## config.mk

```make
export PLATFORM = sky130hd
export DESIGN_NAME = lcd_init_sequence_parser
export DESIGN_NICKNAME = d
export VERILOG_FILES = /design/src/hdl/lisp_pkg.sv /design/src/hdl/lisp_front.sv /design/src/hdl/lisp_queue.sv /design/src/hdl/lisp_back.sv /design/src/hdl/lcd_init_sequence_parser.sv
export SDC_FILE = /design/constraint.sdc
export NUM_CORES = 1
export LEC_CHECK = 0
export ABC_AREA = 0
export BUFFER_PORTS_ARGS = -buffer_cell sky130_fd_sc_hd__buf_2
export CAP_MARGIN = 10
export CORE_MARGIN = 2
export CORE_UTILIZATION = 30
export CTS_BUF_LIST = sky130_fd_sc_hd__clkbuf_16
export DETAILED_ROUTE_END_ITERATION = 6
export GPL_TIMING_DRIVEN = 0
export PLACE_DENSITY = 0.47
export SETUP_SLACK_MARGIN = 0.05
export SLEW_MARGIN = 20
export SYNTH_ARGS = -nofsm -noshare
export SYNTH_HDL_FRONTEND = slang
export SYNTH_SLANG_ARGS = --single-unit
```

## constraint.sdc

```tcl
create_clock -name aclk -period 7 [get_ports aclk]
set_input_delay 0.35 -clock aclk [delete_from_list [all_inputs] [get_ports aclk]]
set_output_delay 0.35 -clock aclk [all_outputs]
set_load 0.01 [all_outputs]
```

## src/hdl/lisp_pkg.sv

```systemverilog
`default_nettype none

package lisp_pkg;

    // Record framing
    localparam logic [7:0] LISP_MARKER       = 8'hFF;
    localparam int unsigned LISP_QUEUE_DEPTH = 4;

    // Result kinds
    typedef enum logic [2:0] {
        KIND_CMD        = 3'd0,
        KIND_DATA       = 3'd1,
        KIND_DELAY      = 3'd2,
        KIND_BAD_MARKER = 3'd3,
        KIND_OVERFLOW   = 3'd4,
        KIND_DONE       = 3'd5
    } lisp_kind_t;

    // Record phase, one-hot
    typedef enum logic [4:0] {
        PH_MARKER = 5'b00001,
        PH_DELAY  = 5'b00010,
        PH_COUNT  = 5'b00100,
        PH_CMD    = 5'b01000,
        PH_PARAM  = 5'b10000
    } lisp_phase_t;

    // Classified request: up to three results caused by one input byte,
    // sent in the order main, delay, done
    typedef struct packed {
        logic       main_valid;
        lisp_kind_t main_kind;
        logic [7:0] main_value;
        logic       main_dc;
        logic       delay_valid;
        logic [7:0] delay_value;
        logic       done_valid;
    } lisp_req_t;

endpackage

`default_nettype wire

```

## src/hdl/lisp_front.sv

```systemverilog
`default_nettype none

module lisp_front
    import lisp_pkg::*;
(
    input  wire logic        aclk,
    input  wire logic        aresetn,
    input  wire logic        cfg_wr_en,
    input  wire logic [15:0] cfg_wr_data,
    input  wire logic        s_tvalid,
    output logic             s_tready,
    input  wire logic [7:0]  s_tdata,
    input  wire logic        q_full,
    output logic             q_push,
    output lisp_req_t        q_req
);

    logic [15:0] len_reg;
    logic [15:0] pos_reg,      pos_next;
    lisp_phase_t phase_reg,    phase_next;
    logic [7:0]  delay_reg,    delay_next;
    logic [7:0]  params_reg,   params_next;
    logic        finished_reg, finished_next;

    logic        accept;
    logic        at_boundary;
    logic        end_record;
    logic [7:0]  params_dec;
    lisp_req_t   req;

    assign s_tready = !q_full;
    assign accept   = s_tvalid && s_tready;

    // Treat unused phase codes as a record boundary
    always_comb begin
        case (phase_reg)
            PH_DELAY, PH_COUNT, PH_CMD, PH_PARAM: at_boundary = 1'b0;
            default:                              at_boundary = 1'b1;
        endcase
    end

    assign params_dec = params_reg - 8'd1;

    // Classify the byte and advance the record state
    always_comb begin
        pos_next      = pos_reg;
        phase_next    = phase_reg;
        delay_next    = delay_reg;
        params_next   = params_reg;
        finished_next = finished_reg;
        end_record    = 1'b0;
        req           = '0;
        req.main_kind = KIND_CMD;

        if (!finished_reg) begin
            if (pos_reg >= len_reg) begin
                req.main_valid = 1'b1;
                req.main_kind  = at_boundary ? KIND_DONE : KIND_OVERFLOW;
                finished_next  = 1'b1;
            end else begin
                pos_next = pos_reg + 16'd1;
                case (phase_reg)
                    PH_DELAY: begin
                        delay_next = s_tdata;
                        phase_next = PH_COUNT;
                    end
                    PH_COUNT: begin
                        if (({2'b00, pos_reg} + 18'd1 + {10'd0, s_tdata}) >
                            {2'b00, len_reg}) begin
                            req.main_valid = 1'b1;
                            req.main_kind  = KIND_OVERFLOW;
                            finished_next  = 1'b1;
                        end else if (s_tdata == 8'd0) begin
                            end_record = 1'b1;
                        end else begin
                            params_next = s_tdata - 8'd1;
                            phase_next  = PH_CMD;
                        end
                    end
                    PH_CMD: begin
                        req.main_valid = 1'b1;
                        req.main_kind  = KIND_CMD;
                        req.main_value = s_tdata;
                        if (params_reg == 8'd0) begin
                            end_record = 1'b1;
                        end else begin
                            phase_next = PH_PARAM;
                        end
                    end
                    PH_PARAM: begin
                        req.main_valid = 1'b1;
                        req.main_kind  = KIND_DATA;
                        req.main_value = s_tdata;
                        req.main_dc    = 1'b1;
                        params_next    = params_dec;
                        if (params_dec == 8'd0) begin
                            end_record = 1'b1;
                        end
                    end
                    default: begin
                        if (s_tdata != LISP_MARKER) begin
                            req.main_valid = 1'b1;
                            req.main_kind  = KIND_BAD_MARKER;
                            finished_next  = 1'b1;
                        end else begin
                            phase_next = PH_DELAY;
                        end
                    end
                endcase

                // Close the record: report a nonzero delay
                if (end_record) begin
                    req.delay_valid = (delay_reg != 8'd0);
                    req.delay_value = delay_reg;
                    phase_next      = PH_MARKER;
                end

                // Length reached at a record boundary
                if (!finished_next && phase_next == PH_MARKER && pos_next == len_reg) begin
                    req.done_valid = 1'b1;
                    finished_next  = 1'b1;
                end
            end
        end
    end

    assign q_push = accept && (req.main_valid || req.delay_valid || req.done_valid);
    assign q_req  = req;

    // Configuration register
    always_ff @(posedge aclk) begin
        if (!aresetn) begin
            len_reg <= 16'd0;
        end else if (cfg_wr_en) begin
            len_reg <= cfg_wr_data;
        end
    end

    // Parser state
    always_ff @(posedge aclk) begin
        if (!aresetn) begin
            pos_reg      <= 16'd0;
            phase_reg    <= PH_MARKER;
            delay_reg    <= 8'd0;
            params_reg   <= 8'd0;
            finished_reg <= 1'b0;
        end else if (accept) begin
            pos_reg      <= pos_next;
            phase_reg    <= phase_next;
            delay_reg    <= delay_next;
            params_reg   <= params_next;
            finished_reg <= finished_next;
        end
    end

    // A halted parser sends no request
    a_halt_quiet: assert property (@(posedge aclk) disable iff (!aresetn)
        finished_reg |-> !q_push)
        else $error("request pushed after halt");

endmodule

`default_nettype wire

```

## src/hdl/lisp_queue.sv

```systemverilog
`default_nettype none

module lisp_queue
    import lisp_pkg::*;
#(
    parameter int unsigned DEPTH = LISP_QUEUE_DEPTH
) (
    input  wire logic      aclk,
    input  wire logic      aresetn,
    input  wire logic      push,
    input  wire lisp_req_t push_req,
    input  wire logic      pop,
    output lisp_req_t      head_req,
    output logic           empty,
    output logic           full
);

    localparam int unsigned PTR_W = (DEPTH > 1) ? $clog2(DEPTH) : 1;
    localparam int unsigned CNT_W = $clog2(DEPTH + 1);

    lisp_req_t          entries [DEPTH];
    logic [PTR_W-1:0]   wr_ptr_reg, rd_ptr_reg;
    logic [CNT_W-1:0]   count_reg;
    logic               do_push, do_pop;

    assign empty    = (count_reg == '0);
    assign full     = (count_reg == CNT_W'(DEPTH));
    assign do_push  = push && !full;
    assign do_pop   = pop && !empty;
    assign head_req = entries[rd_ptr_reg];

    // Store the request
    always_ff @(posedge aclk) begin
        if (do_push) begin
            entries[wr_ptr_reg] <= push_req;
        end
    end

    // Advance pointers and count
    always_ff @(posedge aclk) begin
        if (!aresetn) begin
            wr_ptr_reg <= '0;
            rd_ptr_reg <= '0;
            count_reg  <= '0;
        end else begin
            if (do_push) begin
                wr_ptr_reg <= (wr_ptr_reg == PTR_W'(DEPTH - 1)) ? '0 : wr_ptr_reg + 1'b1;
            end
            if (do_pop) begin
                rd_ptr_reg <= (rd_ptr_reg == PTR_W'(DEPTH - 1)) ? '0 : rd_ptr_reg + 1'b1;
            end
            if (do_push && !do_pop) begin
                count_reg <= count_reg + 1'b1;
            end else if (do_pop && !do_push) begin
                count_reg <= count_reg - 1'b1;
            end
        end
    end

endmodule

`default_nettype wire

```

## src/hdl/lisp_back.sv

```systemverilog
`default_nettype none

module lisp_back
    import lisp_pkg::*;
(
    input  wire logic      aclk,
    input  wire logic      aresetn,
    input  wire lisp_req_t head_req,
    input  wire logic      q_empty,
    output logic           q_pop,
    output logic           m_tvalid,
    input  wire logic      m_tready,
    output logic [7:0]     m_tdata,
    output logic [3:0]     m_tuser,
    output logic           m_tlast
);

    lisp_req_t   cur_reg,  cur_next;
    logic [2:0]  pend_reg, pend_next;
    logic        valid_reg;
    lisp_kind_t  kind_reg;
    logic [7:0]  value_reg;
    logic        dc_reg;
    logic        last_reg;

    logic        advance;
    logic        use_cur;
    lisp_req_t   src;
    logic [2:0]  src_pend;
    logic [2:0]  rest;
    lisp_kind_t  kind_sel;
    logic [7:0]  value_sel;
    logic        dc_sel;

    assign advance = !valid_reg || m_tready;
    assign use_cur = (pend_reg != 3'd0);

    // Pick the source: leftover results first, then the queue head
    always_comb begin
        if (use_cur) begin
            src      = cur_reg;
            src_pend = pend_reg;
        end else begin
            src      = head_req;
            src_pend = q_empty ? 3'd0
                     : {head_req.done_valid, head_req.delay_valid, head_req.main_valid};
        end
    end

    assign q_pop = advance && !use_cur && !q_empty;
    assign rest  = src_pend & (src_pend - 3'd1);

    // Take the lowest pending result
    always_comb begin
        if (src_pend[0]) begin
            kind_sel  = src.main_kind;
            value_sel = src.main_value;
            dc_sel    = src.main_dc;
        end else if (src_pend[1]) begin
            kind_sel  = KIND_DELAY;
            value_sel = src.delay_value;
            dc_sel    = 1'b0;
        end else begin
            kind_sel  = KIND_DONE;
            value_sel = 8'd0;
            dc_sel    = 1'b0;
        end
    end

    always_comb begin
        cur_next  = cur_reg;
        pend_next = pend_reg;
        if (advance) begin
            cur_next  = src;
            pend_next = rest;
        end
    end

    // Hold the remainder of the current request
    always_ff @(posedge aclk) begin
        if (!aresetn) begin
            pend_reg <= 3'd0;
        end else begin
            pend_reg <= pend_next;
        end
    end

    always_ff @(posedge aclk) begin
        cur_reg <= cur_next;
    end

    // Output register
    always_ff @(posedge aclk) begin
        if (!aresetn) begin
            valid_reg <= 1'b0;
        end else if (advance) begin
            valid_reg <= (src_pend != 3'd0);
        end
    end

    always_ff @(posedge aclk) begin
        if (advance) begin
            kind_reg  <= kind_sel;
            value_reg <= value_sel;
            dc_reg    <= dc_sel;
            last_reg  <= (rest == 3'd0);
        end
    end

    assign m_tvalid = valid_reg;
    assign m_tdata  = value_reg;
    assign m_tuser  = {dc_reg, kind_reg};
    assign m_tlast  = last_reg;

    // A result that is not last leaves its remainder pending
    a_rest_held: assert property (@(posedge aclk) disable iff (!aresetn)
        (valid_reg && !last_reg) |-> (pend_reg != 3'd0))
        else $error("non-last result without pending remainder");

    // Halting results close their byte
    a_halt_last: assert property (@(posedge aclk) disable iff (!aresetn)
        (valid_reg && (kind_reg == KIND_DONE || kind_reg == KIND_OVERFLOW ||
                       kind_reg == KIND_BAD_MARKER)) |-> last_reg)
        else $error("halting result not marked last");

    // Data line high only on parameter bytes
    a_dc_data: assert property (@(posedge aclk) disable iff (!aresetn)
        (valid_reg && dc_reg) |-> (kind_reg == KIND_DATA))
        else $error("dc level high on a non-data result");

endmodule

`default_nettype wire

```

## src/hdl/lcd_init_sequence_parser.sv

```systemverilog
`default_nettype none

// Display panel start-up sequence parser. Feed the sequence one byte per
// request on the s_ channel after writing its total length through cfg_wr_en
// and cfg_wr_data while the block is idle. Each record (0xFF marker, delay,
// count, command, count-1 parameters) comes out on the m_ channel as a command
// result (dc low), one data result per parameter (dc high) and, when the
// delay is nonzero, a delay result closing the record; a zero count sends only
// the delay. A bad marker or a record running past the length gives an error
// result, reaching the length gives done, and the block then halts and drops
// further bytes until reset. The front end takes one byte per cycle while its
// request queue (QUEUE_DEPTH entries) has room; the back end sends one result
// per cycle while m_tready is high, so a byte yields zero to three results, and
// bursts of bytes that expand to several results are absorbed by the queue.
module lcd_init_sequence_parser
    import lisp_pkg::*;
#(
    parameter int unsigned QUEUE_DEPTH = LISP_QUEUE_DEPTH
) (
    input  wire logic        aclk,
    input  wire logic        aresetn,
    input  wire logic        cfg_wr_en,
    input  wire logic [15:0] cfg_wr_data,   // sequence_length
    input  wire logic        s_tvalid,
    output logic             s_tready,
    input  wire logic [7:0]  s_tdata,       // [7:0] seq_byte
    output logic             m_tvalid,
    input  wire logic        m_tready,
    output logic [7:0]       m_tdata,       // [7:0] value
    output logic [3:0]       m_tuser,       // [2:0] kind, [3] dc_level
    output logic             m_tlast        // last result of the input byte
);

    lisp_req_t push_req;
    lisp_req_t head_req;
    logic      q_push, q_pop, q_empty, q_full;

    lisp_front u_front (
        .aclk        (aclk),
        .aresetn     (aresetn),
        .cfg_wr_en   (cfg_wr_en),
        .cfg_wr_data (cfg_wr_data),
        .s_tvalid    (s_tvalid),
        .s_tready    (s_tready),
        .s_tdata     (s_tdata),
        .q_full      (q_full),
        .q_push      (q_push),
        .q_req       (push_req)
    );

    lisp_queue #(
        .DEPTH (QUEUE_DEPTH)
    ) u_queue (
        .aclk     (aclk),
        .aresetn  (aresetn),
        .push     (q_push),
        .push_req (push_req),
        .pop      (q_pop),
        .head_req (head_req),
        .empty    (q_empty),
        .full     (q_full)
    );

    lisp_back u_back (
        .aclk     (aclk),
        .aresetn  (aresetn),
        .head_req (head_req),
        .q_empty  (q_empty),
        .q_pop    (q_pop),
        .m_tvalid (m_tvalid),
        .m_tready (m_tready),
        .m_tdata  (m_tdata),
        .m_tuser  (m_tuser),
        .m_tlast  (m_tlast)
    );

endmodule

`default_nettype wire
```

; ---- Word level (Yosys, flattened, before mapping)
; Memories as Yosys holds them, arrays and structs flattened. A register that Yosys moved wholly into a read port is not among the register bits.
; Index checks and enable logic that the tools add are counted.
[word_totals]
reg_bits = 100
latchBits = 0
mem_bits_rw = 92
romBits = 0
input_bits = 29
out_inout_bits = 15
wordCells = 139
memories = 1
[classes]
n_addsub = 10
n_mul = 0
div_mod_pow = 0
magnitude_cmp = 2
n_eq_ne = 12
shift = 0
mux = 52
n_bitwise = 4
reduce_logical = 37
[mem_list]
columns = name, depth, width, rd, rd_clocked_by_memory_dff, wr, line
row1 = u_queue.entries, 4, 23, 1, 1, 1, lisp_queue.sv:21  ; lisp_req_t entries [DEPTH];
[ops]
columns = operator, n
row1 = $mux 8, 5
row2 = $mux 5, 7
row3 = $logic_not 8->1, 3
row4 = $mux 23, 1
row5 = $mux 22, 1
row6 = $pmux 5 s4, 1
row7 = $mux 19, 1
row8 = $add 18x8->18, 1
row9 = $gt 18x16->1, 1
row10 = $mux 1, 18
row11 = $mux 3, 6
row12 = $add 16x1->17 const B, 1
row13 = $add 16x1->16 const B, 1
row14 = $eq 16x16->1, 1
row15 = $ge 16x16->1, 1
row16 = $pmux 4 s4, 1
row17 = $pmux 8 s2, 1
row18 = $sub 8x1->8 const B, 2
row19 = $mux 4, 3
row20 = $logic_and 1x1->1, 10
row21 = $mux 9, 1
row22 = $mux 2, 4
row23 = $ne 8x8->1 const B, 1
row24 = $reduce_bool 8->1, 1
row25 = 27 further kinds, 44

; ---- Logic depth before layout (Yosys ltp)
[logic_depth]
word_depth = 24
mapped_depth = 28
mapped_depth_nobuf = 27

; ---- By module
; Synthesis repeated with hierarchy kept, for this count alone.
[hier_totals]
cells_unflattened = 861
area_unflattened_um2 = 9753.1
[by_module_without_submodules]
columns = module, n_inst, cells_each, area_each_um2
row1 = lisp_front, 1, 598, 4744.6
row2 = lisp_queue, 1, 171, 3829.9
row3 = lisp_back, 1, 92, 1178.6

; ---- Worst setup path after synthesis
; Ideal clock, no wire load.
[synth_path]
kind = register to register
start = register u_front.pos_reg[2]
end = register u_queue.count_reg[2]
setup_ns = 0.070
t_arrival_ns = 5.562
required_time_ns = 6.930
slack_ns = 1.367
stages_incl_launch_ff = 29
cell_sequence = dfxtp_1 > buf_2 > and3_1 > xnor2_1 > inv_1 > ha_1 > inv_1 > o21bai_1 > a21oi_1 > nor2b_1 > o211ai_1 > a221oi_1 > nand2_1 > xor2_1 > ha_1 > and4_1 > nand3_1 > nor4_1 > o22a_1 > nand2_1 > o31ai_1 > o2111ai_1 > a31oi_4 > ha_1 > inv_1 > fa_1 > xor2_1 > or3_1 > a21oi_1
[synth_between]
elab_chain_cells = 22
elab_cells_between_ends = 39
cone_classes = 3 x add/sub / 2 x order compare / 2 x eq/ne / 21 x mux / 11 x reduce/logical
[synth_lines]
columns = element, line
row1 = "start, declared", lisp_front.sv:19  ; logic [15:0] pos_reg, pos_next;
row2 = "start signal, assigned", lisp_front.sv:148  ; pos_reg <= pos_next;
row3 = $add 16x1->17, lisp_front.sv:68  ; if (({2'b00, pos_reg} + 18'd1 + {10'd0, s_tdata}) >
row4 = $add 18x8->18, lisp_front.sv:68
row5 = $gt 18x16->1, lisp_front.sv:68
row6 = $mux 1, lisp_front.sv:68
row7 = $pmux 1 s3, lisp_front.sv:62  ; case (phase_reg)
row8 = $mux 1, lisp_front.sv:56  ; if (pos_reg >= len_reg) begin
row9 = $mux 1, lisp_front.sv:55  ; if (!finished_reg) begin
row10 = $mux 5, lisp_front.sv:112  ; if (end_record) begin
row11 = [... 7 more ...], n/a
row12 = $mux 23 (*), lisp_front.sv:55
row13 = $logic_or 1x1->1 (*), lisp_front.sv:127  ; assign q_push = accept && (req.main_valid || req.delay_valid || req.done_valid);
row14 = $logic_and 1x1->1 (*), lisp_front.sv:127
row15 = $logic_and 1x1->1 (*), lisp_queue.sv:28  ; assign do_push = push && !full;
row16 = net u_queue.do_push, lisp_queue.sv:24  ; logic do_push, do_pop;
row17 = $logic_not 1->1, lisp_queue.sv:54  ; end else if (do_pop && !do_push) begin
row18 = $logic_and 1x1->1, lisp_queue.sv:54
row19 = $reduce_bool 2->1 (no source line), n/a
row20 = "end signal, assigned", lisp_queue.sv:53  ; count_reg <= count_reg + 1'b1;
row21 = "end signal, assigned", lisp_queue.sv:55  ; count_reg <= count_reg - 1'b1;
row22 = "end, declared", lisp_queue.sv:23  ; logic [CNT_W-1:0] count_reg;
; The timed path passes the listed nets; every way through them passes the cells marked *. The select of a mux whose other input is x is not followed.
; A chain may end at the register's enable or synchronous reset.

; ---- Worst setup path in the final report
; Same ends and word-level chain as after synthesis.

==> impl_metrics.sql <==
INSERT INTO impl_metrics (metric_group, metric, value, unit) VALUES
('status', 'outcome', 'finished clean', ''),
('routing', 'final_antenna_net_count', '0', ''),
('synthesis', 'synthDistinctLibCells', '71', ''),
('finish', 'layout.core_utilization', '0.3476', ''),
('routing', 'post_drt_wl_per_cell', '18.41', 'um'),
('synthesis', 'postSynthNetCount', '987', ''),
('synthesis', 'synth-async-reset-ratio', '0', ''),
('finish', 'largest_register_ff_count', '92', ''),
('routing', 'detail_route.first_pass.iterations', '5', ''),
('synthesis', 'synth.top_cells.by_count', 'edfxtp_1 (125), nor2_1 (78), nand2_1 (71)', ''),
('pwr', 'cellInternalPower', '2.377', 'mW'),
('timing', 'final-hold-violation-count', '0', ''),
('clocking', 'tritoncts', 'done', ''),
('timing', 'worst-slew-pin-transition', '0.8750', 'ns'),
('setup_path', 'critical_path_required', '7.37', 'ns'),
('synthesis', 'synth.ff_latch_count', '191', ''),
('setup_path', 'crit-reg2reg-capture', 'u_queue.count_reg[2]$_SDFFE_PN0P_', ''),
('flow_run', 'max-cap-violations', '0', ''),
('finish', 'layout.cell_area.non_filler', '11630', 'um2'),
('setup_path', 'timing.critical_path.from', 'u_front.pos_reg[2]$_SDFFE_PN0P_', ''),
('routing', 'num_vias', '7087', ''),
('routing', 'postRouteWirelength', '26.29', 'mm'),
('pwr', 'power.static_leakage', '4.293', 'nW'),
('routing', 'drcViolationCount', '0', ''),
('global_route', 'grt_start_max_net_pins', '36', ''),
('timing', 'fmax', '0.1531', 'GHz'),
('setup_path', 'critPathMaxStageDelay', '0.47', 'ns'),
('setup_path', 'reg2reg_slack', '0.47', 'ns'),
('pwr', 'share_comb_of_total_power', '0.274', ''),
('place', 'pre_cts_setup_slack', '-0.2082', 'ns'),
('global_route', 'grt_first_pass_wirelength', '41.39', 'mm'),
('die', 'i_o_pin_cnt', '44', ''),
('global_route', 'grt_pass1_vias', '7087', ''),
('routing', 'drt-vias-per-instance', '4.963', ''),
('clocking', 'cts-buffers-inserted', '17', ''),
('setup_path', 'cp_max_fo', '7', ''),
('clocking', 'clkLatencyLatePin', '0.46', 'ns'),
('place', 'numPortBuffers', '42', ''),
('pwr', 'pwr_density_cell', '302.0', 'nW/um2'),
('timing', 'unrepaired_setup_endpoints_after_global_routing', 'false', ''),
('routing', 'drt_iter0_markers', '386', ''),
('finish', 'fillerInstances', '3373', ''),
('setup_path', 'rr_startpoint', 'u_front.pos_reg[2]$_SDFFE_PN0P_', ''),
('place', 'place.detailed.hpwl', '19.39', 'mm'),
('pwr', 'switching_part_of_the_total', '0.3231', ''),
('synthesis', 'synth_most_common_cell', 'edfxtp_1', ''),
('setup_path', 'worst_path_max_delay_cell', 'a221oi_2', ''),
('global_route', 'grt_antenna_before_repair', '1', ''),
('die', 'die_h', '187.9', 'um'),
('synthesis', 'syn_avg_cell_area', '11.22', 'um2'),
('synthesis', 'yosysSeqAreaShare', '0.5004', ''),
('pwr', 'clock_power_share', '0.304', ''),
('synthesis', 'postSynth.topFlopCell', 'edfxtp_1', ''),
('synthesis', 'yosys-top-cells-area', 'edfxtp_1 (37%), dfxtp_1 (13%), ha_1 (6.4%)', ''),
('finish', 'final_cells', '1428', ''),
('place', 'place.gp.congestion', '0.8760', ''),
('setup_path', 'reg2reg_depth', '28', ''),
('clocking', 'numClockSinks', '191', ''),
('clocking', 'clockRootBuffer', 'clkbuf_16', ''),
('timing', 'clock-skew-final', '0.01863', 'ns'),
('synthesis', 'netlist_instances', '904', ''),
('die', 'die_area', '35290', 'um2'),
('finish', 'nNetsFinal', '1049', ''),
('timing', 'min_period', '6.531', 'ns'),
('synthesis', 'synth.top_cell.area_share', '0.3701', ''),
('finish', 'layout-drive-gt1-share', '0.1634', ''),
('timing', 'layout_setup_ws', '0.4689', 'ns'),
('timing', 'max_slew_violation_count', '0', ''),
('setup_path', 'arrival', '6.91', 'ns'),
('clocking', 'clockBufferDepth', '2', ''),
('die', 'core_area', '33450', 'um2');
-- layer usage --
metal	share of wire	global-route usage
met1	0.47	0.2104
met2	0.48	0.2566
met3	0.038	0.02283
met4	0.015	0.04724
met5	0	0
-- kinds of logic (layout without fill, tap and decap cells) --
logic type               Yosys count  in the layout  synth area share
AND/OR/NAND/NOR                  288            288            0.1401
flip-flops                       191            191            0.5004
AO/OA/AOI/OAI                    154            154            0.1012
buffers and inverters             82            157           0.03319
multiplexers                      76             76            0.1060
XOR/XNOR                          58             58           0.05009
adder cells (fa/ha/maj)           55             55           0.06908
other                              0              1                 0
-- metrics by stage --
step	setup TNS [ns]	power (mW)	hold slack, ns
floorplan	0	2.180	0.4218
global placement	-36.54	2.480	0.4632
detailed placement	-0.2082	2.489	0.4735
CTS	0	3.566	0.1112
global route	0	3.718	0.1269
finish	0	3.512	0.1267
-- how the worst min path moves through the flow --
stage / from / cells past startpoint / to / slack (ns)
floorplan: aresetn / 1 / u_front.phase_reg[0]$_SDFFE_PN1P_ / 0.42
detailed placement: u_front.params_reg[1]$_SDFFE_PN0P_ / 2 / u_front.params_reg[1]$_SDFFE_PN0P_ / 0.47
CTS: cfg_wr_data[0] / 3 / u_front.len_reg[0]$_SDFFE_PN0P_ / 0.11
finish: cfg_wr_data[0] / 3 / u_front.len_reg[0]$_SDFFE_PN0P_ / 0.13
global placement: u_front.params_reg[1]$_SDFFE_PN0P_ / 2 / u_front.params_reg[1]$_SDFFE_PN0P_ / 0.46
global route: cfg_wr_data[7] / 3 / u_front.len_reg[7]$_SDFFE_PN0P_ / 0.13
-- area by class of cell --
class | instances | area (um2) | share of cell area
Antenna cell | 1 | 2.502 | 0.0002152
Sequential cell | 191 | 5075 | 0.4365
Clock buffer | 17 | 425.4 | 0.03659
Inverter | 36 | 135.1 | 0.01162
Tap cell | 448 | 560.5 | 0.04821
Multi-Input combinational cell | 631 | 4778 | 0.4110
Buffer | 46 | 201.4 | 0.01733
Clock inverter | 15 | 230.2 | 0.01980
Timing Repair Buffer | 43 | 217.7 | 0.01873
-- worst max-delay path: cells and delay by family (launching register included) --
family,cells,cell delay [ns]
flops,1,0.33
fa+ha+maj,4,1.24
simple gates,8,1.80
buf+inv,4,0.38
xor+xnor,3,0.69
compound gates,9,2.03
-- repair_timing --
item	in CTS	in global routing
setup endpoints to repair	55	94
pin swaps	0	2
resized for setup	5	3
setup buffers	0	1
-- power by group through the flow --
stage	Combinational, mW	Sequential, mW	Clock [mW]
2_1_floorplan	0.668	1.51	0
5_1_grt	1.08	1.50	1.14
3_3_place_gp	0.971	1.51	0
3_5_place_dp	0.977	1.51	0
4_1_cts	0.985	1.49	1.09
6_report	0.962	1.48	1.07
-- cell usage in the layout, fill, tap and decap left out, drive strengths merged, types with 25 or more instances in the layout --
cell,instances
xnor2,33
dfxtp,66
nand2,71
edfxtp,125
ha,52
nand3,25
o21ai,29
inv,46
a21oi,50
xor2,25
clkbuf,45
mux2i,32
buf,61
nor2,79
Power figures use the tool's default switching activity.
